$ cat src/hdl/rstr_pkg.sv
// shared types and constants of the rotor spool-up throttle ramp
package rstr_pkg;

    // command codes carried in tuser
    localparam logic [1:0] CMD_ARM      = 2'd0;
    localparam logic [1:0] CMD_THROTTLE = 2'd1;
    localparam logic [1:0] CMD_QUERY    = 2'd2;

    // headspeed levels
    localparam logic [1:0] LVL_NORMAL   = 2'd0;
    localparam logic [1:0] LVL_IDLE_ONE = 2'd1;

    // register indexes on the configuration port
    localparam logic [2:0] REG_SPOOL_SECONDS = 3'd0;
    localparam logic [2:0] REG_GOV_SET_EN    = 3'd1;
    localparam logic [2:0] REG_RPM_NORMAL    = 3'd2;
    localparam logic [2:0] REG_RPM_IDLE_ONE  = 3'd3;
    localparam logic [2:0] REG_RPM_IDLE_TWO  = 3'd4;
    localparam logic [2:0] REG_ESC_MAX_AGE   = 3'd5;

    // throttle pulse width at which the motor is at rest
    localparam logic [10:0] THR_IDLE = 11'd1000;
    localparam logic [10:0] THR_MAX  = 11'd2047;

    typedef struct packed {
        logic [7:0]  spool_seconds;
        logic        governor_set_enable;
        logic [15:0] rpm_target_normal;
        logic [15:0] rpm_target_idle_one;
        logic [15:0] rpm_target_idle_two;
        logic [7:0]  esc_max_age;
    } rstr_cfg_t;

    // controller to datapath
    typedef struct packed {
        logic load;
        logic div_start;
        logic exec;
    } rstr_cmd_t;

    // datapath to controller
    typedef struct packed {
        logic need_div;
        logic div_done;
        logic out_free;
    } rstr_sts_t;

endpackage

$ cat src/hdl/rstr_cfg_regs.sv
// configuration register file behind the apb-style port
module rstr_cfg_regs (
    input  logic             clk,
    input  logic             rst_n,
    input  logic             psel,
    input  logic             penable,
    input  logic             pwrite,
    input  logic [4:0]       paddr,
    input  logic [31:0]      pwdata,
    output logic [31:0]      prdata,
    output rstr_pkg::rstr_cfg_t cfg
);
    import rstr_pkg::*;

    rstr_cfg_t cfg_reg;
    rstr_cfg_t cfg_next;
    logic      wr_en;
    logic [2:0] idx;

    assign idx   = paddr[4:2];
    assign wr_en = psel && penable && pwrite;

    always_comb
    begin
        cfg_next = cfg_reg;
        if (wr_en)
        begin
            case (idx)
                REG_SPOOL_SECONDS: cfg_next.spool_seconds       = pwdata[7:0];
                REG_GOV_SET_EN:    cfg_next.governor_set_enable = pwdata[0];
                REG_RPM_NORMAL:    cfg_next.rpm_target_normal   = pwdata[15:0];
                REG_RPM_IDLE_ONE:  cfg_next.rpm_target_idle_one = pwdata[15:0];
                REG_RPM_IDLE_TWO:  cfg_next.rpm_target_idle_two = pwdata[15:0];
                REG_ESC_MAX_AGE:   cfg_next.esc_max_age         = pwdata[7:0];
                default:           cfg_next = cfg_reg;
            endcase
        end
    end

    always_ff @(posedge clk or negedge rst_n)
    begin
        if (!rst_n)
        begin
            cfg_reg.spool_seconds       <= 8'd10;
            cfg_reg.governor_set_enable <= 1'b0;
            cfg_reg.rpm_target_normal   <= 16'd1200;
            cfg_reg.rpm_target_idle_one <= 16'd1400;
            cfg_reg.rpm_target_idle_two <= 16'd1600;
            cfg_reg.esc_max_age         <= 8'd10;
        end
        else
        begin
            cfg_reg <= cfg_next;
        end
    end

    always_comb
    begin
        case (idx)
            REG_SPOOL_SECONDS: prdata = {24'd0, cfg_reg.spool_seconds};
            REG_GOV_SET_EN:    prdata = {31'd0, cfg_reg.governor_set_enable};
            REG_RPM_NORMAL:    prdata = {16'd0, cfg_reg.rpm_target_normal};
            REG_RPM_IDLE_ONE:  prdata = {16'd0, cfg_reg.rpm_target_idle_one};
            REG_RPM_IDLE_TWO:  prdata = {16'd0, cfg_reg.rpm_target_idle_two};
            REG_ESC_MAX_AGE:   prdata = {24'd0, cfg_reg.esc_max_age};
            default:           prdata = 32'd0;
        endcase
    end

    assign cfg = cfg_reg;

endmodule

$ cat src/hdl/rstr_ctrl.sv
// sequencing state machine of the ramp unit
module rstr_ctrl (
    input  logic                clk,
    input  logic                rst_n,
    input  logic                in_valid,
    output logic                in_ready,
    input  rstr_pkg::rstr_sts_t sts,
    output rstr_pkg::rstr_cmd_t cmd
);
    import rstr_pkg::*;

    localparam logic [1:0] S_IDLE   = 2'd0;
    localparam logic [1:0] S_DECODE = 2'd1;
    localparam logic [1:0] S_DIV    = 2'd2;
    localparam logic [1:0] S_EXEC   = 2'd3;

    logic [1:0] state_reg;
    logic [1:0] state_next;

    always_comb
    begin
        state_next    = state_reg;
        cmd.load      = 1'b0;
        cmd.div_start = 1'b0;
        cmd.exec      = 1'b0;
        case (state_reg)
            S_IDLE:
            begin
                if (in_valid)
                begin
                    cmd.load   = 1'b1;
                    state_next = S_DECODE;
                end
            end
            S_DECODE:
            begin
                if (sts.need_div)
                begin
                    cmd.div_start = 1'b1;
                    state_next    = S_DIV;
                end
                else
                begin
                    state_next = S_EXEC;
                end
            end
            S_DIV:
            begin
                if (sts.div_done)
                begin
                    state_next = S_EXEC;
                end
            end
            S_EXEC:
            begin
                // update state only once the output slot can take the result
                if (sts.out_free)
                begin
                    cmd.exec   = 1'b1;
                    state_next = S_IDLE;
                end
            end
            default:
            begin
                state_next = S_IDLE;
            end
        endcase
    end

    always_ff @(posedge clk or negedge rst_n)
    begin
        if (!rst_n)
        begin
            state_reg <= S_IDLE;
        end
        else
        begin
            state_reg <= state_next;
        end
    end

    assign in_ready = (state_reg == S_IDLE);

endmodule

$ cat src/hdl/rstr_datapath.sv
// ramp state, step divider and output register
module rstr_datapath #(
    parameter int TICK_MS   = 200,
    parameter int FRAC_BITS = 8
) (
    input  logic                clk,
    input  logic                rst_n,
    input  rstr_pkg::rstr_cfg_t cfg,
    input  rstr_pkg::rstr_cmd_t cmd,
    output rstr_pkg::rstr_sts_t sts,
    input  logic [1:0]          in_cmd,
    input  logic [10:0]         in_setpoint,
    input  logic [31:0]         in_now_ms,
    input  logic [1:0]          in_headspeed_level,
    input  logic [15:0]         in_esc_rpm,
    input  logic [7:0]          in_esc_age,
    output logic                out_valid,
    input  logic                out_ready,
    output logic [10:0]         out_throttle,
    output logic                out_fully_spooled
);
    import rstr_pkg::*;

    localparam int VAL_W = 12 + FRAC_BITS;
    localparam int DVD_W = 11 + FRAC_BITS;
    localparam int CNT_W = $clog2(DVD_W + 1);
    localparam logic [VAL_W-1:0] INIT_VAL = VAL_W'(1000 << FRAC_BITS);
    localparam logic [VAL_W-1:0] HALF_LSB = VAL_W'(1 << (FRAC_BITS - 1));
    localparam logic [31:0]      TICK     = 32'(TICK_MS);

    // latched item
    logic [1:0]  cmd_q_reg;
    logic [10:0] sp_q_reg;
    logic [31:0] now_q_reg;
    logic [1:0]  lvl_q_reg;
    logic [15:0] rpm_q_reg;
    logic [7:0]  age_q_reg;

    // ramp state
    logic             armed_reg,   armed_next;
    logic             ramping_reg, ramping_next;
    logic             done_reg,    done_next;
    logic             settled_reg, settled_next;
    logic [VAL_W-1:0] value_reg,   value_next;
    logic [VAL_W-1:0] step_reg,    step_next;
    logic [31:0]      tick_reg,    tick_next;

    // divider
    logic [10:0]      rem_reg;
    logic [DVD_W-1:0] quo_reg;
    logic [10:0]      dvsr_reg;
    logic [CNT_W-1:0] cnt_reg;
    logic [11:0]      trial;
    logic [12:0]      diff;

    // output register
    logic             ovalid_reg;
    logic [10:0]      othr_reg;
    logic             ofull_reg;

    logic [10:0]      thr_res;
    logic             full_res;
    logic             gov;
    logic [15:0]      target;
    logic [VAL_W-1:0] sp_fx;
    logic [VAL_W-1:0] value_w;
    logic [VAL_W-1:0] step_w;
    logic [31:0]      tick_w;
    logic [VAL_W-1:0] value_sum;
    logic             bypass;

    function automatic logic [10:0] round_val(input logic [VAL_W-1:0] v);
        logic [VAL_W:0] s;
        s = {1'b0, v} + {1'b0, HALF_LSB};
        if (|s[VAL_W:FRAC_BITS+11])
            return THR_MAX;
        else
            return s[FRAC_BITS+10:FRAC_BITS];
    endfunction

    always_ff @(posedge clk)
    begin
        if (cmd.load)
        begin
            cmd_q_reg <= in_cmd;
            sp_q_reg  <= in_setpoint;
            now_q_reg <= in_now_ms;
            lvl_q_reg <= in_headspeed_level;
            rpm_q_reg <= in_esc_rpm;
            age_q_reg <= in_esc_age;
        end
    end

    // start-of-ramp step: restoring division, one quotient bit a cycle
    assign trial = {rem_reg, quo_reg[DVD_W-1]};
    assign diff  = {1'b0, trial} - {2'b00, dvsr_reg};

    always_ff @(posedge clk or negedge rst_n)
    begin
        if (!rst_n)
        begin
            cnt_reg <= '0;
        end
        else if (cmd.div_start)
        begin
            cnt_reg <= CNT_W'(DVD_W);
        end
        else if (cnt_reg != '0)
        begin
            cnt_reg <= cnt_reg - 1'b1;
        end
    end

    always_ff @(posedge clk)
    begin
        if (cmd.div_start)
        begin
            rem_reg  <= '0;
            quo_reg  <= {sp_q_reg - THR_IDLE, {FRAC_BITS{1'b0}}};
            dvsr_reg <= 11'({cfg.spool_seconds, 2'b00}) + 11'(cfg.spool_seconds);
        end
        else if (cnt_reg != '0)
        begin
            if (!diff[12])
            begin
                rem_reg <= diff[10:0];
                quo_reg <= {quo_reg[DVD_W-2:0], 1'b1};
            end
            else
            begin
                rem_reg <= trial[10:0];
                quo_reg <= {quo_reg[DVD_W-2:0], 1'b0};
            end
        end
    end

    // governor check
    always_comb
    begin
        case (lvl_q_reg)
            LVL_NORMAL:   target = cfg.rpm_target_normal;
            LVL_IDLE_ONE: target = cfg.rpm_target_idle_one;
            default:      target = cfg.rpm_target_idle_two;
        endcase
    end

    assign gov = cfg.governor_set_enable && (age_q_reg <= cfg.esc_max_age)
                 && (rpm_q_reg >= target);

    assign sp_fx  = {1'b0, sp_q_reg, {FRAC_BITS{1'b0}}};
    assign bypass = !armed_reg || (!ramping_reg && sp_q_reg == THR_IDLE)
                    || (cfg.spool_seconds == 8'd0);

    assign value_w   = ramping_reg ? value_reg : INIT_VAL;
    assign tick_w    = ramping_reg ? tick_reg : 32'd0;
    assign step_w    = ramping_reg ? step_reg
                     : ((sp_q_reg > THR_IDLE) ? VAL_W'(quo_reg) : '0);
    assign value_sum = value_w + step_w;

    always_comb
    begin
        armed_next   = armed_reg;
        ramping_next = ramping_reg;
        done_next    = done_reg;
        settled_next = settled_reg;
        value_next   = value_reg;
        step_next    = step_reg;
        tick_next    = tick_reg;
        thr_res      = 11'd0;
        full_res     = 1'b0;
        case (cmd_q_reg)
            CMD_ARM:
            begin
                value_next   = INIT_VAL;
                armed_next   = 1'b1;
                done_next    = 1'b0;
                settled_next = 1'b0;
            end
            CMD_THROTTLE:
            begin
                if (bypass)
                begin
                    if (cfg.spool_seconds == 8'd0)
                        done_next = 1'b1;
                    thr_res = gov ? round_val(value_reg) : sp_q_reg;
                end
                else
                begin
                    ramping_next = 1'b1;
                    value_next   = value_w;
                    tick_next    = tick_w;
                    step_next    = step_w;
                    if (sp_q_reg == THR_IDLE)
                    begin
                        // abort, ramp value kept
                        ramping_next = 1'b0;
                        thr_res      = sp_q_reg;
                    end
                    else if (sp_fx <= value_w)
                    begin
                        armed_next   = 1'b0;
                        ramping_next = 1'b0;
                        done_next    = 1'b1;
                        value_next   = INIT_VAL;
                        thr_res      = sp_q_reg;
                    end
                    else
                    begin
                        if (now_q_reg >= tick_w)
                        begin
                            value_next = value_sum;
                            tick_next  = now_q_reg + TICK;
                            if (value_sum >= sp_fx || gov)
                            begin
                                armed_next   = 1'b0;
                                ramping_next = 1'b0;
                                done_next    = 1'b1;
                            end
                        end
                        thr_res = round_val(value_next);
                    end
                end
            end
            CMD_QUERY:
            begin
                if (!settled_reg)
                    settled_next = (now_q_reg >= tick_reg);
                full_res = settled_next && done_reg;
            end
            default:
            begin
                thr_res = 11'd0;
            end
        endcase
    end

    always_ff @(posedge clk or negedge rst_n)
    begin
        if (!rst_n)
        begin
            armed_reg   <= 1'b0;
            ramping_reg <= 1'b0;
            done_reg    <= 1'b0;
            settled_reg <= 1'b0;
            value_reg   <= INIT_VAL;
            step_reg    <= '0;
            tick_reg    <= 32'd0;
        end
        else if (cmd.exec)
        begin
            armed_reg   <= armed_next;
            ramping_reg <= ramping_next;
            done_reg    <= done_next;
            settled_reg <= settled_next;
            value_reg   <= value_next;
            step_reg    <= step_next;
            tick_reg    <= tick_next;
        end
    end

    always_ff @(posedge clk or negedge rst_n)
    begin
        if (!rst_n)
        begin
            ovalid_reg <= 1'b0;
        end
        else if (cmd.exec)
        begin
            ovalid_reg <= 1'b1;
        end
        else if (out_ready)
        begin
            ovalid_reg <= 1'b0;
        end
    end

    always_ff @(posedge clk)
    begin
        if (cmd.exec)
        begin
            othr_reg  <= thr_res;
            ofull_reg <= full_res;
        end
    end

    assign sts.need_div = (cmd_q_reg == CMD_THROTTLE) && armed_reg && !ramping_reg
                          && (cfg.spool_seconds != 8'd0) && (sp_q_reg > THR_IDLE);
    assign sts.div_done = (cnt_reg == '0);
    assign sts.out_free = !ovalid_reg || out_ready;

    assign out_valid         = ovalid_reg;
    assign out_throttle      = othr_reg;
    assign out_fully_spooled = ofull_reg;

endmodule

$ cat src/hdl/rotor_spoolup_throttle_ramp_unit.sv
// top level of the rotor spool-up throttle ramp
//
// soft-start throttle ramp for a rotor motor. each input transaction carries a
// command in tuser (arm, throttle, query) and returns exactly one result
// transaction: the throttle to apply for a throttle command, the spooled-up
// flag for a query, zeros otherwise. one transaction is worked at a time.
// arm, query and most throttle transactions pass through accept, decode and
// execute before the input is ready again. the throttle transaction that
// starts a ramp also computes the ramp step (setpoint-1000)/(5*spool_seconds)
// in a restoring divider that yields one quotient bit per cycle, between
// decode and execute. the execute step waits while a previous result is
// still held unaccepted on the output. configuration is to be written over
// the apb-style port only while the block is idle; the block itself does
// not enforce this. pready is always high.
module rotor_spoolup_throttle_ramp_unit #(
    parameter int TICK_MS   = 200,
    parameter int FRAC_BITS = 8
) (
    input  logic        clk,
    input  logic        rst_n,
    // input stream
    input  logic        s_axis_tvalid,
    output logic        s_axis_tready,
    // setpoint[10:0], now_ms[42:11], headspeed_level[44:43], esc_rpm[60:45],
    // esc_age[68:61], zero[71:69]
    input  logic [71:0] s_axis_tdata,
    // cmd[1:0]
    input  logic [1:0]  s_axis_tuser,
    // result stream
    output logic        m_axis_tvalid,
    input  logic        m_axis_tready,
    // throttle_out[10:0], fully_spooled[11], zero[15:12]
    output logic [15:0] m_axis_tdata,
    // configuration port
    input  logic        psel,
    input  logic        penable,
    input  logic        pwrite,
    input  logic [4:0]  paddr,
    input  logic [31:0] pwdata,
    output logic [31:0] prdata,
    output logic        pready
);
    import rstr_pkg::*;

    rstr_cfg_t  cfg;
    rstr_cmd_t  cmd;
    rstr_sts_t  sts;
    logic [10:0] throttle_out;
    logic        fully_spooled;

    // no wait states on the register port
    assign pready = 1'b1;

    rstr_cfg_regs u_cfg (
        .clk     (clk),
        .rst_n   (rst_n),
        .psel    (psel),
        .penable (penable),
        .pwrite  (pwrite),
        .paddr   (paddr),
        .pwdata  (pwdata),
        .prdata  (prdata),
        .cfg     (cfg)
    );

    // controller: accept, decode, optional divide, execute into output register
    rstr_ctrl u_ctrl (
        .clk      (clk),
        .rst_n    (rst_n),
        .in_valid (s_axis_tvalid),
        .in_ready (s_axis_tready),
        .sts      (sts),
        .cmd      (cmd)
    );

    // datapath: item latch, ramp state, step divider, result register
    rstr_datapath #(
        .TICK_MS   (TICK_MS),
        .FRAC_BITS (FRAC_BITS)
    ) u_dp (
        .clk                (clk),
        .rst_n              (rst_n),
        .cfg                (cfg),
        .cmd                (cmd),
        .sts                (sts),
        .in_cmd             (s_axis_tuser),
        .in_setpoint        (s_axis_tdata[10:0]),
        .in_now_ms          (s_axis_tdata[42:11]),
        .in_headspeed_level (s_axis_tdata[44:43]),
        .in_esc_rpm         (s_axis_tdata[60:45]),
        .in_esc_age         (s_axis_tdata[68:61]),
        .out_valid          (m_axis_tvalid),
        .out_ready          (m_axis_tready),
        .out_throttle       (throttle_out),
        .out_fully_spooled  (fully_spooled)
    );

    // pack the result, padding bits tied low
    assign m_axis_tdata = {4'd0, fully_spooled, throttle_out};

endmodule

$ cat config.mk
export PLATFORM = sky130hd
export DESIGN_NAME = rotor_spoolup_throttle_ramp_unit
export DESIGN_NICKNAME = d
export VERILOG_FILES = /design/src/hdl/rstr_pkg.sv /design/src/hdl/rstr_cfg_regs.sv /design/src/hdl/rstr_ctrl.sv /design/src/hdl/rstr_datapath.sv /design/src/hdl/rotor_spoolup_throttle_ramp_unit.sv
export SDC_FILE = /design/constraint.sdc
export NUM_CORES = 1
export LEC_CHECK = 0
export BUFFER_PORTS_ARGS = -buffer_cell sky130_fd_sc_hd__clkbuf_2
export CAP_MARGIN = 20
export CORE_UTILIZATION = 50
export CTS_BUF_LIST = sky130_fd_sc_hd__clkbuf_2 sky130_fd_sc_hd__clkbuf_4 sky130_fd_sc_hd__clkbuf_8
export CTS_CLUSTER_DIAMETER = 120
export CTS_CLUSTER_SIZE = 16
export DETAILED_ROUTE_END_ITERATION = 8
export PLACE_DENSITY = 0.69
export SYNTH_ARGS = -nofsm -noshare
export SYNTH_HDL_FRONTEND = slang
export SYNTH_SLANG_ARGS = --single-unit
$ cat constraint.sdc
create_clock -name clk -period 8.7 [get_ports clk]
set_input_delay 0.87 -clock clk [delete_from_list [all_inputs] [get_ports clk]]
set_output_delay 0.87 -clock clk [all_outputs]
set_load 0.02 [all_outputs]
======== Yosys cells after proc, flatten, opt, wreduce, memory -nomap -nowiden ========
Index checks and enable logic that the tools add are counted.
storage, ports and cells
  output and inout port bits .............. 51
  register bits after elaboration ......... 273
  bits of input ports ..................... 118
operators by class
  equality and inequality tests ........... 23
  reductions and logical operators ........ 43
  multiplexer cells ....................... 63
  bitwise gates (word level) .............. 1
  order comparisons ....................... 7
  add/sub/neg operators ................... 8
operators by type and width
  operator                  number
  $mux W20                  10
  $mux W32                  4
  $pmux W16 S6              1
  $mux W11                  7
  $ge A32 B32 Y1            2
  $mux W19                  3
  $add A20 B8 Y21 const B   2
  $pmux W20 S2              1
  $add A32 B8 Y32 const B   1
  $pmux W16 S2              1
  $mux W1                   27
  $add A20 B20 Y20          1
  $ge A20 B19 Y1            1
  $le A19 B20 Y1            1
  $ge A16 B16 Y1            1
  $reduce_and A2 Y1         7
  $sub A12 B11 Y13          1
  $reduce_and A6 Y1         2
  $add A10 B8 Y11           1
  $eq A11 B10 Y1 const B    1
  $gt A11 B10 Y1 const B    1
  $sub A11 B10 Y11 const B  1
  $logic_and A1 B1 Y1       10
  $mux W5                   2
  other kinds (27)          56

======== Longest topological paths before layout ========
Gate-level depths: netlist (run 1).
  word-level depth ........................ 15
  gate-level depth with buffers ........... 26
  gate-level depth less buffers ........... 23

======== Cells and area by module ========
From an unflattened synthesis (run 1), not the netlist that was laid out.
unflattened totals
  cell total of the unflattened synthesis .. 1762
  area total of the unflattened synthesis .. 17641.9 µm²
by module, submodules not included
  module                            area each (µm²)  cells an instance  times used
  rstr_datapath                     14224.9          1504               1
  rstr_cfg_regs                     3154.3           228                1
  rstr_ctrl                         210.2            22                 1
  rotor_spoolup_throttle_ramp_unit  52.6             8                  1

======== Least setup slack after synthesis (run 1) ========
Ideal clock, no wire load.
  path type ............................... register to register
  from .................................... register u_dp.ramping_reg
  to ...................................... register u_dp.othr_reg[9], in the netlist u_dp.out_throttle[9], data pin
  data arrival time ....................... 5.919 ns
  stages on the path, launching flop included .. 25
  buffers on the path ..................... 9
  slack ................................... 2.522 ns
  cell sequence ........................... dfrtp_1 > clkbuf_1 > clkbuf_1 > clkbuf_1 > clkbuf_1 > buf_1 > clkbuf_1 > nand2_1 > ha_1 > nand4_1 > or4_4 > a311oi_4 > nor2_1 > buf_2 > clkbuf_1 > a21oi_1 > ha_1 > nand3_1 > nor4_1 > a41o_2 > o2111ai_2 > or4_1 > buf_2 > a21o_1 > o31a_1
between the ends
  longest elaborated chain between the ends .. 13
RTL lines
  what                                                       line                                        source
  start, declared                                            rstr_datapath.sv:41                         logic ramping_reg, ramping_next;
  start signal, assigned                                     rstr_datapath.sv:252                        ramping_reg <= ramping_next;
  $mux W32, or another cell as far along                     rstr_datapath.sv:155                        assign tick_w = ramping_reg ? tick_reg : 32'd0;
  $ge A32 B32 Y1 / $add A20 B20 Y20 (equally long branches)  rstr_datapath.sv:209, rstr_datapath.sv:158
  $mux W20                                                   rstr_datapath.sv:209                        if (now_q_reg >= tick_w)
  $mux W20                                                   rstr_datapath.sv:199                        else if (sp_fx <= value_w)
  $mux W20                                                   rstr_datapath.sv:193                        if (sp_q_reg == THR_IDLE)
  $mux W20                                                   rstr_datapath.sv:181                        if (bypass)
  $mux W20                                                   rstr_datapath.sv:171                        case (cmd_q_reg)
  $add A20 B8 Y21                                            rstr_datapath.sv:74                         s = {1'b0, v} + {1'b0, HALF_LSB};
  $reduce_or A2 Y1                                           rstr_datapath.sv:75                         if (|s[VAL_W:FRAC_BITS+11])
  $mux W11                                                   rstr_datapath.sv:75
  $mux W11                                                   rstr_datapath.sv:199
  $mux W11                                                   rstr_datapath.sv:193
  $mux W11 (*)                                               rstr_datapath.sv:181
  end signal, assigned                                       rstr_datapath.sv:281                        othr_reg <= thr_res;
  end, declared                                              rstr_datapath.sv:58                         logic [10:0] othr_reg;
Every way passes the cells marked *; elsewhere a longest branch is shown, timed or not. The select of a mux whose other input is x is not followed.
A chain may end at the register's enable or synchronous reset.

======== Worst setup path after layout (run 1) ========
  from .................................... register u_dp.sp_q_reg[3]
  to ...................................... register u_dp.othr_reg[9], in the netlist u_dp.out_throttle[9], data pin
between the ends
  longest elaborated chain between the ends .. 15
RTL lines
  what                    line                  source
  start, declared         rstr_datapath.sv:33   logic [10:0] sp_q_reg;
  start signal, assigned  rstr_datapath.sv:86   sp_q_reg <= in_setpoint;
  $gt A11 B10 Y1 (*)      rstr_datapath.sv:157  : ((sp_q_reg > THR_IDLE) ? VAL_W'(quo_reg) : '0);
  $mux W19 (*)            rstr_datapath.sv:157
  $mux W20 (*)            rstr_datapath.sv:156  assign step_w = ramping_reg ? step_reg
  net u_dp.step_w[0]      rstr_datapath.sv:67   logic [VAL_W-1:0] step_w;
  $add A20 B20 Y20 (*)    rstr_datapath.sv:158  assign value_sum = value_w + step_w;
  $mux W20 (*)            rstr_datapath.sv:209
  $mux W20 (*)            rstr_datapath.sv:199
  $mux W20 (*)            rstr_datapath.sv:193
  $mux W20 (*)            rstr_datapath.sv:181
  $mux W20 (*)            rstr_datapath.sv:171
  $add A20 B8 Y21 (*)     rstr_datapath.sv:74
  $reduce_or A2 Y1        rstr_datapath.sv:75
  $mux W11 (*)            rstr_datapath.sv:75
  $mux W11 (*)            rstr_datapath.sv:199
  $mux W11 (*)            rstr_datapath.sv:193
  $mux W11 (*)            rstr_datapath.sv:181
The timed path passes the listed nets; every way through them passes the cells marked *. The select of a mux whose other input is x is not followed.

==> insert_results.sql, run 1 <==
INSERT INTO impl_metrics (metric_group, metric, value, unit) VALUES
('outcome', 'outcome', 'finished, final reports clean', ''),
('worst_setup_path', 'crit_path_end_kind', 'flop', ''),
('clock_tree', 'postCtsResizedCells', '0', ''),
('clock_tree', 'cts.hold.buffers_added', '0', ''),
('placed_design', 'dp_hpwl', '30820', 'um'),
('clock_tree', 'cts-root-to-sink-buffers', '3', ''),
('layout', 'multi_input_area', '0.009299', 'mm2'),
('sta', 'hold_slack', '0.3650', 'ns'),
('global_route', 'wire_length_of_the_first_global_routing_pass', '68660', 'um'),
('sta', 'rsz_0062_raised_after_global_routing', 'false', ''),
('clock_tree', 'tritoncts', 'done', ''),
('power_and_ir_drop', 'share_clk_of_total_power', '15.1', '%'),
('worst_setup_path', 'critPathSlowestCell', 'or4_1', ''),
('routing', 'wl_per_instance', '18.26', 'um'),
('power_and_ir_drop', 'switching_power', '2.094', 'mW'),
('synth', 'synth_cells', '1747', ''),
('worst_setup_path', 'worst_path_dominant_cell_family', 'compound AO/OA/AOI/OAI gates', ''),
('sta', 'timing_worst_slew_pin_value', '1.074', 'ns'),
('routing', 'drtPass1Iterations', '5', ''),
('power_and_ir_drop', 'switching_share', '40.57', '%'),
('floorplanning', 'die_area', '0.03543', 'mm2'),
('layout', 'area.sequential', '0.007292', 'mm2'),
('synth', 'synth_area_per_cell', '9.926', 'um2'),
('global_route', 'grt_max_degree', '89', ''),
('floorplanning', 'design.portCount', '169', ''),
('global_route', 'gr-total-overflow', '0', ''),
('sta', 'finalHoldViolations', '0', ''),
('floorplanning', 'die_height', '188.2', 'um'),
('layout', 'filler_cell_count', '3006', ''),
('layout', 'fin_nets', '2117', ''),
('sta', 'timing.clock.skew', '0.02693', 'ns'),
('floorplanning', 'die_w', '188.2', 'um'),
('layout', 'layout.cell_area.non_filler', '0.01884', 'mm2'),
('routing', 'drc', '0', ''),
('placed_design', 'io_buffers', '126', ''),
('routing', 'detailedRoute.firstIterationViolations', '985', ''),
('sta', 'period_minus_slack', '6.317', 'ns'),
('routing', 'routed_via_density', '5.835', ''),
('clock_tree', 'cts.root.buffer_cell', 'clkbuf_8', ''),
('clock_tree', 'number_of_buffers_created_by_cts', '21', ''),
('floorplanning', 'placeableCoreArea', '0.03387', 'mm2'),
('power_and_ir_drop', 'comb_power_share', '44.7', '%'),
('power_and_ir_drop', 'power_density_over_cell_area', '274.0', 'mW/mm2'),
('worst_setup_path', 'critical_path_fanouts_max', '20', ''),
('routing', 'drtAntennaViolNets', '0', ''),
('layout', 'mostFrequentLayoutCell', 'nand2_1', ''),
('synth', 'synth.cell_area', '0.01734', 'mm2'),
('worst_setup_path', 'timing.critical_path.mode_cell', 'ha_1', ''),
('worst_setup_path', 'timing.critical_path.cells', 'inv_1 > ha_1 > nor2_1 > a21oi_1 > nor3_2 > buf_4 > a22o_1 > ha_1 > inv_1 > fa_1 > nor2b_1 > o31a_1 > o32ai_1 > xnor2_1 > nor2_1 > a21oi_1 > ha_1 > nand3_1 > nor4_1 > a41o_2 > o2111ai_2 > or4_1 > a21o_1 > o31a_1', ''),
('worst_setup_path', 'path_class', 'reg2reg', ''),
('sta', 'maximum_operating_frequency', '0.1583', 'GHz'),
('placed_design', 'place_area', '0.01831', 'mm2'),
('placed_design', 'routabilityCongestion', '0.9325', ''),
('worst_setup_path', 'ff2ff_path_depth', '24', ''),
('sta', 'tns', '0', 'ns'),
('clock_tree', 'clock_sink_total', '273', ''),
('layout', 'synthToLayoutAreaGrowth', '8.637', '%'),
('synth', 'yosys_most_used_dff', 'dfrtp_1', ''),
('sta', 'slew_violations', '0', ''),
('clock_tree', 'htree_num_levels', '1', ''),
('synth', 'synth-warning-count', '0', ''),
('synth', 'ys_async_sr_fraction', '54.58', '%'),
('global_route', 'grt_antenna_before_repair', '2', ''),
('worst_setup_path', 'slowest_delay', '0.71', 'ns'),
('global_route', 'grt_pass1_vias', '13060', ''),
('power_and_ir_drop', 'pwr-share-seq', '40.2', '%'),
('synth', 'synth-seq-cells', '273', ''),
('sta', 'final_min_period_over_clock_period', '72.61', '%'),
('layout', 'layout.cells.most_common_list', 'nand2_1 (187), ha_1 (156), clkbuf_2 (125), dfrtp_1 (125), inv_1 (114)', ''),
('power_and_ir_drop', 'cellInternalPower', '3.068', 'mW'),
('synth', 'synth_sequential_area_ratio', '42.04', '%');
## cells by family after synthesis
kind of cell / Yosys count / synth area share (%)
compound gates: 437 / 17.27
other cells: 2 / 0.04331
buf+inv: 205 / 4.935
fa+ha+maj: 159 / 11.60
flops: 273 / 42.04
mux: 108 / 6.696
simple gates: 480 / 13.22
xor+xnor: 83 / 4.192
## routing by layer
metal  part of all wire (%)  up-vias  global-route usage, %  routed length, um
met1                     45     6455                  33.06              18930
met5                      0        -                      0                  0
li1                       -     6512                      -                  -
met3                    5.7       83                  3.706               2401
met4                    3.1        0                  8.255               1324
met2                     46      394                  38.42              19430
## worst reg2reg max path, cell delays in order (launching register included)
cell	delay (ns)
edfxtp_1	0.62
inv_1	0.16
ha_1	0.25
nor2_1	0.26
a21oi_1	0.16
nor3_2	0.18
buf_4	0.28
a22o_1	0.20
ha_1	0.21
inv_1	0.07
fa_1	0.40
nor2b_1	0.17
o31a_1	0.27
o32ai_1	0.15
xnor2_1	0.31
nor2_1	0.07
a21oi_1	0.21
ha_1	0.26
nand3_1	0.09
nor4_1	0.20
a41o_2	0.20
o2111ai_2	0.16
or4_1	0.71
a21o_1	0.27
o31a_1	0.24
## cell type report
cell class | count | area share (%)
multi-input combinational | 1288 | 49.36
sequential | 273 | 38.71
timing repair buffer | 141 | 4.191
tap | 448 | 2.976
inverter | 115 | 2.291
clock buffer | 34 | 2.052
clock inverter | 4 | 0.4052
antenna | 1 | 0.01328
## worst paths after layout
check / endpoint / slack, ns / from
min in group clk: u_dp.sp_q_reg[1] / 0.44 / s_axis_tdata[1]
max in group asynchronous: u_dp.tick_reg[11] / 6.98 / rst_n
worst min register to register: u_dp.quo_reg[4] / 0.48 / u_dp.quo_reg[4]
worst max-delay path: u_dp.out_throttle[9] / 2.38 / u_dp.sp_q_reg[3]
worst max register to register: u_dp.out_throttle[9] / 2.38 / u_dp.sp_q_reg[3]
worst min-delay path: u_dp.step_reg[17] / 0.36 / rst_n
## power by group through the flow
stage	Clock [mW]	Combinational [mW]	Sequential, mW
after floorplan	0	1.74	1.99
after global placement	0	2.20	2.09
final	0.780	2.31	2.07
after global routing	0.855	2.59	2.12
after detailed placement	0	2.27	2.10
after CTS	0.802	2.29	2.07
## cells in the mapped netlist, types with 10 or more instances
cell type,number,area share (%)
nand2_1,187,4.0
ha_1,156,11
dfrtp_1,126,18
inv_1,114,2.5
edfxtp_1,105,18
o21ai_0,97,2.8
a21oi_1,91,2.6
nor2_1,91,2.0
a22o_1,70,3.5
mux2_2,64,4.2
clkbuf_1,60,1.3
nand3_1,52,1.5
xnor2_1,46,2.3
mux2i_1,44,2.5
a21o_1,43,1.9
xor2_1,37,1.9
dfstp_2,23,3.5
and2_1,22,0.79
buf_4,22,0.95
nand4_1,22,0.79
nor3_1,21,0.61
dfxtp_1,19,2.2
nand2b_1,18,0.65
a22oi_1,13,0.56
nor2b_1,13,0.47
a211oi_1,12,0.52
nor4_1,11,0.40
o21ai_1,11,0.32
o21a_1,10,0.43
## through the flow
stage                     cells  worst slack, ns  power (mW)
after floorplan            1766            2.522       3.731
after global placement     2262            2.692       4.286
after detailed placement   2262            2.522       4.367
after CTS                  2300            2.484       5.160
after global routing       2304            1.987       5.563
final                      2304            2.383       5.162
No activity file was read; power rests on OpenSTA's default activity.
==> inputs of run 2 (changes only) <==
--- a/config.mk
+++ b/config.mk
@@ -12,7 +12,7 @@
 export CTS_CLUSTER_DIAMETER = 120
 export CTS_CLUSTER_SIZE = 16
 export DETAILED_ROUTE_END_ITERATION = 8
-export PLACE_DENSITY = 0.69
+export PLACE_DENSITY = 0.72
 export SYNTH_ARGS = -nofsm -noshare
 export SYNTH_HDL_FRONTEND = slang
 export SYNTH_SLANG_ARGS = --single-unit
==> constraint.sdc (replaced) <==
create_clock -name clk -period 5.8 [get_ports clk]
set_input_delay 0.58 -clock clk [delete_from_list [all_inputs] [get_ports clk]]
set_output_delay 0.58 -clock clk [all_outputs]
set_load 0.02 [all_outputs]
==> run 2 against run 1 <==
Combinational power grew 55%. Setup slack lost 2.0 ns. Cell area grew 0.72%. Total power grew 50%. Critical path type unchanged. Maximum frequency grew 16%. Die area is the same.
==> insert_results.sql, run 2 (synthesis gave the netlist of run 1 again) <==
INSERT INTO impl_metrics (metric_group, metric, value, unit) VALUES
('outcome', 'outcome', 'finished, final reports clean', ''),
('routing', 'routed-via-count', '13580', ''),
('layout', 'area.sequential', '0.007292', 'mm2'),
('global_route', 'grt_antenna_before_repair', '0', ''),
('placed_design', 'routabilityCongestion', '0.9308', ''),
('global_route', 'grt_util_all_layers', '24.39', '%'),
('floorplanning', 'design.portCount', '169', ''),
('routing', 'drtAntennaViolNets', '0', ''),
('sta', 'final_min_period_over_clock_period', '93.66', '%'),
('layout', 'filler_cell_count', '3039', ''),
('routing', 'drc', '0', ''),
('floorplanning', 'initial_utilization', '51.20', '%'),
('placed_design', 'io_buffers', '126', ''),
('clock_tree', 'number_of_buffers_created_by_cts', '21', ''),
('clock_tree', 'cts.root.buffer_cell', 'clkbuf_8', ''),
('layout', 'num_antenna_cells', '0', ''),
('floorplanning', 'placeableCoreArea', '0.03387', 'mm2'),
('global_route', 'gr-total-overflow', '0', ''),
('floorplanning', 'die_w', '188.2', 'um'),
('layout', 'layout.cell_area.non_filler', '0.01897', 'mm2'),
('sta', 'timing.clock.skew', '0.02017', 'ns'),
('routing', 'wl_per_instance', '18.57', 'um'),
('global_route', 'grt_max_degree', '96', ''),
('clock_tree', 'cts.hold.buffers_added', '0', ''),
('sta', 'slew-limit-headroom', '32.87', '%'),
('routing', 'drtPass1Iterations', '5', ''),
('floorplanning', 'die_height', '188.2', 'um'),
('power_and_ir_drop', 'power.static_leakage', '8.462', 'nW'),
('global_route', 'grt_pass1_vias', '13400', ''),
('sta', 'maximum_operating_frequency', '0.1841', 'GHz'),
('power_and_ir_drop', 'power_density_over_cell_area', '409.3', 'mW/mm2'),
('worst_setup_path', 'critical_path_fanouts_max', '7', ''),
('layout', 'max_ffs_per_register', '65', ''),
('sta', 'period_minus_slack', '5.432', 'ns'),
('job', 'maxCapViolations', '0', ''),
('layout', 'layout.cells.most_common_list', 'nand2_1 (187), ha_1 (156), clkbuf_2 (125), dfrtp_1 (125), inv_1 (114)', ''),
('layout', 'mostFrequentLayoutCell', 'nand2_1', ''),
('layout', 'fin_nets', '2143', ''),
('clock_tree', 'clock_insertion_delay_worst_skew', '0.59', 'ns'),
('routing', 'detailedRoute.firstIterationViolations', '883', ''),
('min_path', 'hp-class', 'in2async', ''),
('clock_tree', 'htree_num_levels', '1', ''),
('sta', 'setup_viol_count_final', '0', ''),
('power_and_ir_drop', 'power.total', '7.766', 'mW'),
('clock_tree', 'tritoncts', 'done', ''),
('worst_setup_path', 'critPathRequiredTime', '6.34', 'ns'),
('sta', 'finalHoldViolations', '0', ''),
('worst_setup_path', 'cp-start-kind', 'flop', ''),
('clock_tree', 'clock_sink_total', '273', ''),
('routing', 'routed_via_density', '5.830', ''),
('power_and_ir_drop', 'vdd_ir_drop_max', '0.2437', 'mV'),
('placed_design', 'dp_hpwl', '31900', 'um'),
('clock_tree', 'cts-root-to-sink-buffers', '3', ''),
('floorplanning', 'placementRows', '67', ''),
('routing', 'postRouteWirelength', '43260', 'um'),
('worst_setup_path', 'path_class', 'reg2reg', ''),
('placed_design', 'place_area', '0.01851', 'mm2'),
('layout', 'multi_input_area', '0.009306', 'mm2'),
('floorplanning', 'die_area', '0.03543', 'mm2'),
('sta', 'slew_violations', '0', ''),
('worst_setup_path', 'crit_path_end_kind', 'flop', ''),
('clock_tree', 'worst_setup_hold_path_clk_slew', '0.11', 'ns'),
('layout', 'post_route_cells_drive_above_1_share', '16.85', '%'),
('sta', 'timing_worst_slew_pin_value', '1.006', 'ns'),
('worst_setup_path', 'cp_data_arrival_time', '5.98', 'ns'),
('layout', 'synthToLayoutAreaGrowth', '9.423', '%'),
('global_route', 'wire_length_of_the_first_global_routing_pass', '69290', 'um');
[run 2: power by group]
group	internal, mW	switching [mW]
registers	2.62	0.470
logic	1.52	2.06
clock network	0.438	0.660
total	4.58	3.19
[run 2: metrics by stage]
stage	setup slack, ns	std cells	setup TNS, ns	hold WS [ns]	utilization [%]
after detailed placement	0.2648	2288	0	0.4675	54.64
after global placement	0.2983	2287	0	0.4580	54.62
final	0.3678	2329	0	0.09593	56.03
after CTS	0.2308	2326	0	0.1167	55.88
after floorplan	0.001560	1766	0	0.2844	-
after global routing	-0.007879	2329	-0.01337	0.1154	56.03
[run 2: path summary, 6_finish.rpt]
path                            slack (ns)  cells past startpoint        startpoint            endpoint
min in group clk                      0.15                      1  s_axis_tdata[26]  u_dp.now_q_reg[15]
max in group asynchronous             4.40                      2             rst_n        u_cfg.cfg[5]
worst max-delay path                  0.37                     22  u_dp.sp_q_reg[4]       u_dp.done_reg
worst max register to register        0.37                     22  u_dp.sp_q_reg[4]       u_dp.done_reg
worst min-delay path                   0.1                      1             rst_n   u_dp.step_reg[18]
worst min register to register        0.49                      2   u_dp.quo_reg[5]     u_dp.quo_reg[5]
[run 2: routing by layer]
| metal | up-vias | GRT usage [%] | part of all wire (%) |
|---|---|---|---|
| met5 | - | 0 | 0 |
| met4 | 0 | 8.318 | 3.1 |
| met3 | 78 | 3.762 | 5.1 |
| met2 | 373 | 40.33 | 47 |
| met1 | 6585 | 32.58 | 45 |
| li1 | 6542 | - | - |
[run 2: layout make-up]
class | instances | area share, %
timing repair buffer | 167 | 5.084
inverter | 115 | 2.275
sequential | 273 | 38.43
multi-input combinational | 1288 | 49.05
tap | 448 | 2.954
clock buffer | 35 | 2.077
clock inverter | 3 | 0.1319
[run 2: critical path, cell delays in order, from the launching register on]
cell	delay [ns]
edfxtp_1	0.54
inv_1	0.14
ha_1	0.19
nor2_1	0.08
a21oi_2	0.22
nor3_2	0.11
buf_4	0.20
a22oi_1	0.27
inv_1	0.09
ha_1	0.31
a211oi_1	0.32
o21ai_1	0.17
a21oi_1	0.25
xnor2_1	0.18
ha_1	0.35
nand4b_1	0.11
or4bb_1	0.50
a2111oi_0	0.45
o21ai_0	0.18
a31oi_1	0.18
o311a_1	0.27
nand3b_1	0.15
a22o_1	0.14
[run 2: what timing repair did]
item	CTS	global route
buffers inserted	0	1
gates resized for setup	0	2
setup endpoints to repair	0	10
==> inputs of run 3 (changes only) <==
--- a/config.mk
+++ b/config.mk
@@ -13,6 +13,7 @@
 export CTS_CLUSTER_SIZE = 16
 export DETAILED_ROUTE_END_ITERATION = 8
 export PLACE_DENSITY = 0.72
+export REMOVE_ABC_BUFFERS = 1
 export SYNTH_ARGS = -nofsm -noshare
 export SYNTH_HDL_FRONTEND = slang
 export SYNTH_SLANG_ARGS = --single-unit
==> run 3 against run 2 <==
Maximum frequency is 1.5% lower. Worst hold slack improved by 0.067 ns. Sequential power about the same. Register-to-register slack lost 0.08 ns. Critical endpoint is now u_dp.out_throttle[9]. Global-route usage decreased by 0.071 points. Setup slack lost 0.082 ns. Die area stayed put. Clock-buffer cell count unchanged. Highest routed layer is now met5. Critical path depth grew 2. Largest cell class unchanged. Clock power is essentially flat. Via count hardly changed.
==> insert_results.sql, run 3 (synthesis gave the netlist of run 1 again) <==
INSERT INTO impl_metrics (metric_group, metric, value, unit) VALUES
('sta', 'timing.clock.skew', '0.03567', 'ns'),
('layout', 'stdcell_count', '2331', ''),
('sta', 'period_minus_slack', '5.515', 'ns'),
('clock_tree', 'number_of_buffers_created_by_cts', '21', ''),
('global_route', 'gr-total-overflow', '0', ''),
('placed_design', 'numPlacedInstances', '2292', ''),
('global_route', 'grt_max_degree', '72', ''),
('worst_setup_path', 'ff2ff_path_depth', '24', ''),
('routing', 'drtAntennaViolNets', '0', ''),
('sta', 'maximum_operating_frequency', '0.1813', 'GHz'),
('clock_tree', 'htree_num_levels', '1', ''),
('sta', 'setup_viol_count_final', '0', ''),
('layout', 'num_antenna_cells', '0', ''),
('routing', 'drc', '0', ''),
('worst_setup_path', 'critical_path.startpoint', 'u_dp.sp_q_reg[4]', ''),
('clock_tree', 'worst_setup_hold_path_clk_slew', '0.11', 'ns'),
('layout', 'max_ffs_per_register', '65', ''),
('sta', 'timing_worst_slew_pin_value', '1.079', 'ns'),
('global_route', 'grt_util_all_layers', '24.32', '%'),
('clock_tree', 'cts.root.buffer_cell', 'clkbuf_8', ''),
('clock_tree', 'number_of_buffers_inserted_to_repair_setup_after_cts', '0', ''),
('power_and_ir_drop', 'cellInternalPower', '4.577', 'mW'),
('floorplanning', 'placementRows', '67', ''),
('layout', 'filler_cell_count', '2976', ''),
('placed_design', 'place_area', '0.01854', 'mm2'),
('worst_setup_path', 'timing.critical_path.mode_cell', 'ha_1', ''),
('placed_design', 'io_buffers', '126', ''),
('sta', 'slew_violations', '0', ''),
('floorplanning', 'die_w', '188.2', 'um'),
('layout', 'fin_nets', '2145', ''),
('worst_setup_path', 'critical_path_fanouts_max', '8', ''),
('global_route', 'wire_length_of_the_first_global_routing_pass', '70080', 'um'),
('layout', 'synthToLayoutAreaGrowth', '9.438', '%'),
('worst_setup_path', 'critPathSlowestCell', 'or4_4', ''),
('layout', 'layout.cells.most_common_list', 'nand2_1 (187), ha_1 (156), clkbuf_2 (125), dfrtp_1 (125), inv_1 (114)', ''),
('worst_setup_path', 'cp-start-kind', 'flop', ''),
('routing', 'routed-via-count', '13580', ''),
('floorplanning', 'design.portCount', '169', ''),
('routing', 'routed_via_density', '5.827', ''),
('sta', 'finalHoldViolations', '0', ''),
('power_and_ir_drop', 'vdd_ir_drop_max', '0.2524', 'mV'),
('worst_setup_path', 'timing.critical_path.cells', 'inv_1 > ha_1 > nor2_1 > a21oi_2 > nor3_2 > buf_4 > a22o_1 > ha_1 > inv_1 > fa_1 > nor2b_1 > o31a_1 > o32ai_1 > xnor2_1 > nor2_1 > a21oi_1 > ha_1 > nand3_1 > nor4_1 > a41o_2 > o2111ai_2 > or4_4 > a21o_1 > o31a_1', ''),
('worst_setup_path', 'crit-reg2reg-launch', 'u_dp.sp_q_reg[4]', ''),
('clock_tree', 'cts-root-to-sink-buffers', '3', ''),
('min_path', 'hp-class', 'in2reg', ''),
('power_and_ir_drop', 'power_density_over_cell_area', '406.2', 'mW/mm2'),
('clock_tree', 'clock_insertion_delay_worst_skew', '0.58', 'ns'),
('worst_setup_path', 'cp_data_arrival_time', '5.84', 'ns'),
('clock_tree', 'clock_sink_total', '273', ''),
('power_and_ir_drop', 'switching_power', '3.132', 'mW'),
('power_and_ir_drop', 'share_clk_of_total_power', '14.1', '%'),
('worst_setup_path', 'slowest_delay', '0.59', 'ns'),
('job', 'maxCapViolations', '0', ''),
('floorplanning', 'die_area', '0.03543', 'mm2'),
('layout', 'post_route_cells_drive_above_1_share', '16.89', '%'),
('min_path', 'holdPathStages', '1', ''),
('worst_setup_path', 'path_class', 'reg2reg', ''),
('clock_tree', 'tritoncts', 'done', ''),
('global_route', 'grt_pass1_vias', '13680', ''),
('routing', 'drtPass1Iterations', '5', ''),
('sta', 'final_min_period_over_clock_period', '95.08', '%'),
('floorplanning', 'initial_utilization', '51.20', '%'),
('worst_setup_path', 'crit_path_end_kind', 'flop', ''),
('global_route', 'grt_antenna_before_repair', '1', ''),
('floorplanning', 'placeableCoreArea', '0.03387', 'mm2'),
('sta', 'rsz_0062_raised_after_global_routing', 'false', ''),
('power_and_ir_drop', 'switching_share', '40.63', '%'),
('power_and_ir_drop', 'pwr-share-seq', '39.9', '%'),
('routing', 'detailedRoute.firstIterationViolations', '987', ''),
('layout', 'layout.cell_area.non_filler', '0.01898', 'mm2'),
('power_and_ir_drop', 'power.static_leakage', '8.463', 'nW'),
('outcome', 'outcome', 'finished, final reports clean', ''),
('worst_setup_path', 'critPathRequiredTime', '6.13', 'ns'),
('routing', 'postRouteWirelength', '42700', 'um'),
('placed_design', 'routabilityCongestion', '0.9560', ''),
('min_path', 'worstHoldStart', 's_axis_tdata[39]', ''),
('power_and_ir_drop', 'comb_power_share', '46.0', '%'),
('sta', 'slew-limit-headroom', '27.98', '%'),
('placed_design', 'dp_hpwl', '31660', 'um'),
('layout', 'mostFrequentLayoutCell', 'nand2_1', ''),
('power_and_ir_drop', 'power.total', '7.709', 'mW'),
('routing', 'wl_per_instance', '18.32', 'um'),
('floorplanning', 'die_height', '188.2', 'um');
## run 3: cell types whose count changed in the layout (fill, tap and decap cells not counted)
| cell | change |
|---|---|
| a2111oi_0 | -1 |
| a2111oi_1 | +1 |
| buf_16 | -1 |
| buf_4 | +1 |
| buf_6 | +1 |
| dlygate4sd3_1 | +1 |
## run 3: worst paths after layout
path                                   endpoint  slack, ns
hold / removal               u_dp.now_q_reg[28]       0.16
hold reg to reg                 u_dp.quo_reg[5]       0.48
setup reg to reg           u_dp.out_throttle[9]       0.29
setup / recovery           u_dp.out_throttle[9]       0.29
min in group asynchronous         u_cfg.cfg[11]       0.51
max in group asynchronous         u_cfg.cfg[64]       4.00
## run 3: area by class of cell
| cell class | instances | area [um2] | share of cell area [%] |
|---|---|---|---|
| multi-input combinational | 1288 | 9308 | 49.05 |
| sequential | 273 | 7292 | 38.43 |
| inverter | 115 | 431.7 | 2.275 |
| tap | 448 | 560.5 | 2.954 |
| clock inverter | 3 | 25.02 | 0.1319 |
| clock buffer | 35 | 394.1 | 2.077 |
| timing repair buffer | 169 | 965.9 | 5.090 |
## run 3: critical path, delay by kind of cell (launching register included)
kind | cells | cell delay, ns
AOI/OAI and AO/OA | 9 | 1.60
and+or+nand+nor | 7 | 1.50
adders and majority gates | 4 | 1.04
DFF | 1 | 0.50
buffers and inverters | 3 | 0.34
xor gates and xnor gates | 1 | 0.26
## run 3: through the flow
step	utilization [%]	hold slack, ns	setup WS (ns)	TNS [ns]
3_3_place_gp	54.71	0.4574	0.3432	0
2_1_floorplan	-	0.2844	-0.4123	-3.052
6_report	56.03	0.1625	0.2854	0
5_1_grt	56.03	0.1349	0.01990	0
3_5_place_dp	54.74	0.4671	0.2000	0
4_1_cts	56.01	0.1341	0.1577	0
## run 3: power by group through the flow
stage          logic [mW]  clock network, mW  registers, mW
2_1_floorplan        2.50                  0           3.04
5_1_grt              3.99               1.19           3.15
3_5_place_dp         3.51                  0           3.11
6_report             3.55               1.08           3.08
4_1_cts              3.53               1.12           3.07
3_3_place_gp         3.39                  0           3.09
## run 3: what timing repair did
item                                    in CTS  in global routing
endpoints found under the setup margin       0                 10
hold endpoints to repair                    32                  0
resized for setup                            0                  3
hold buffers                                 1                  0
## run 3: routing by layer
layer  vias to the layer above  global-route usage, %  share of wire [%]
met5                         -                      0              0.028
met4                         2                  8.099                3.1
met3                        99                  3.315                5.4
met2                       414                  40.12                 47
met1                      6511                  32.91                 45
li1                       6556                      -                  -
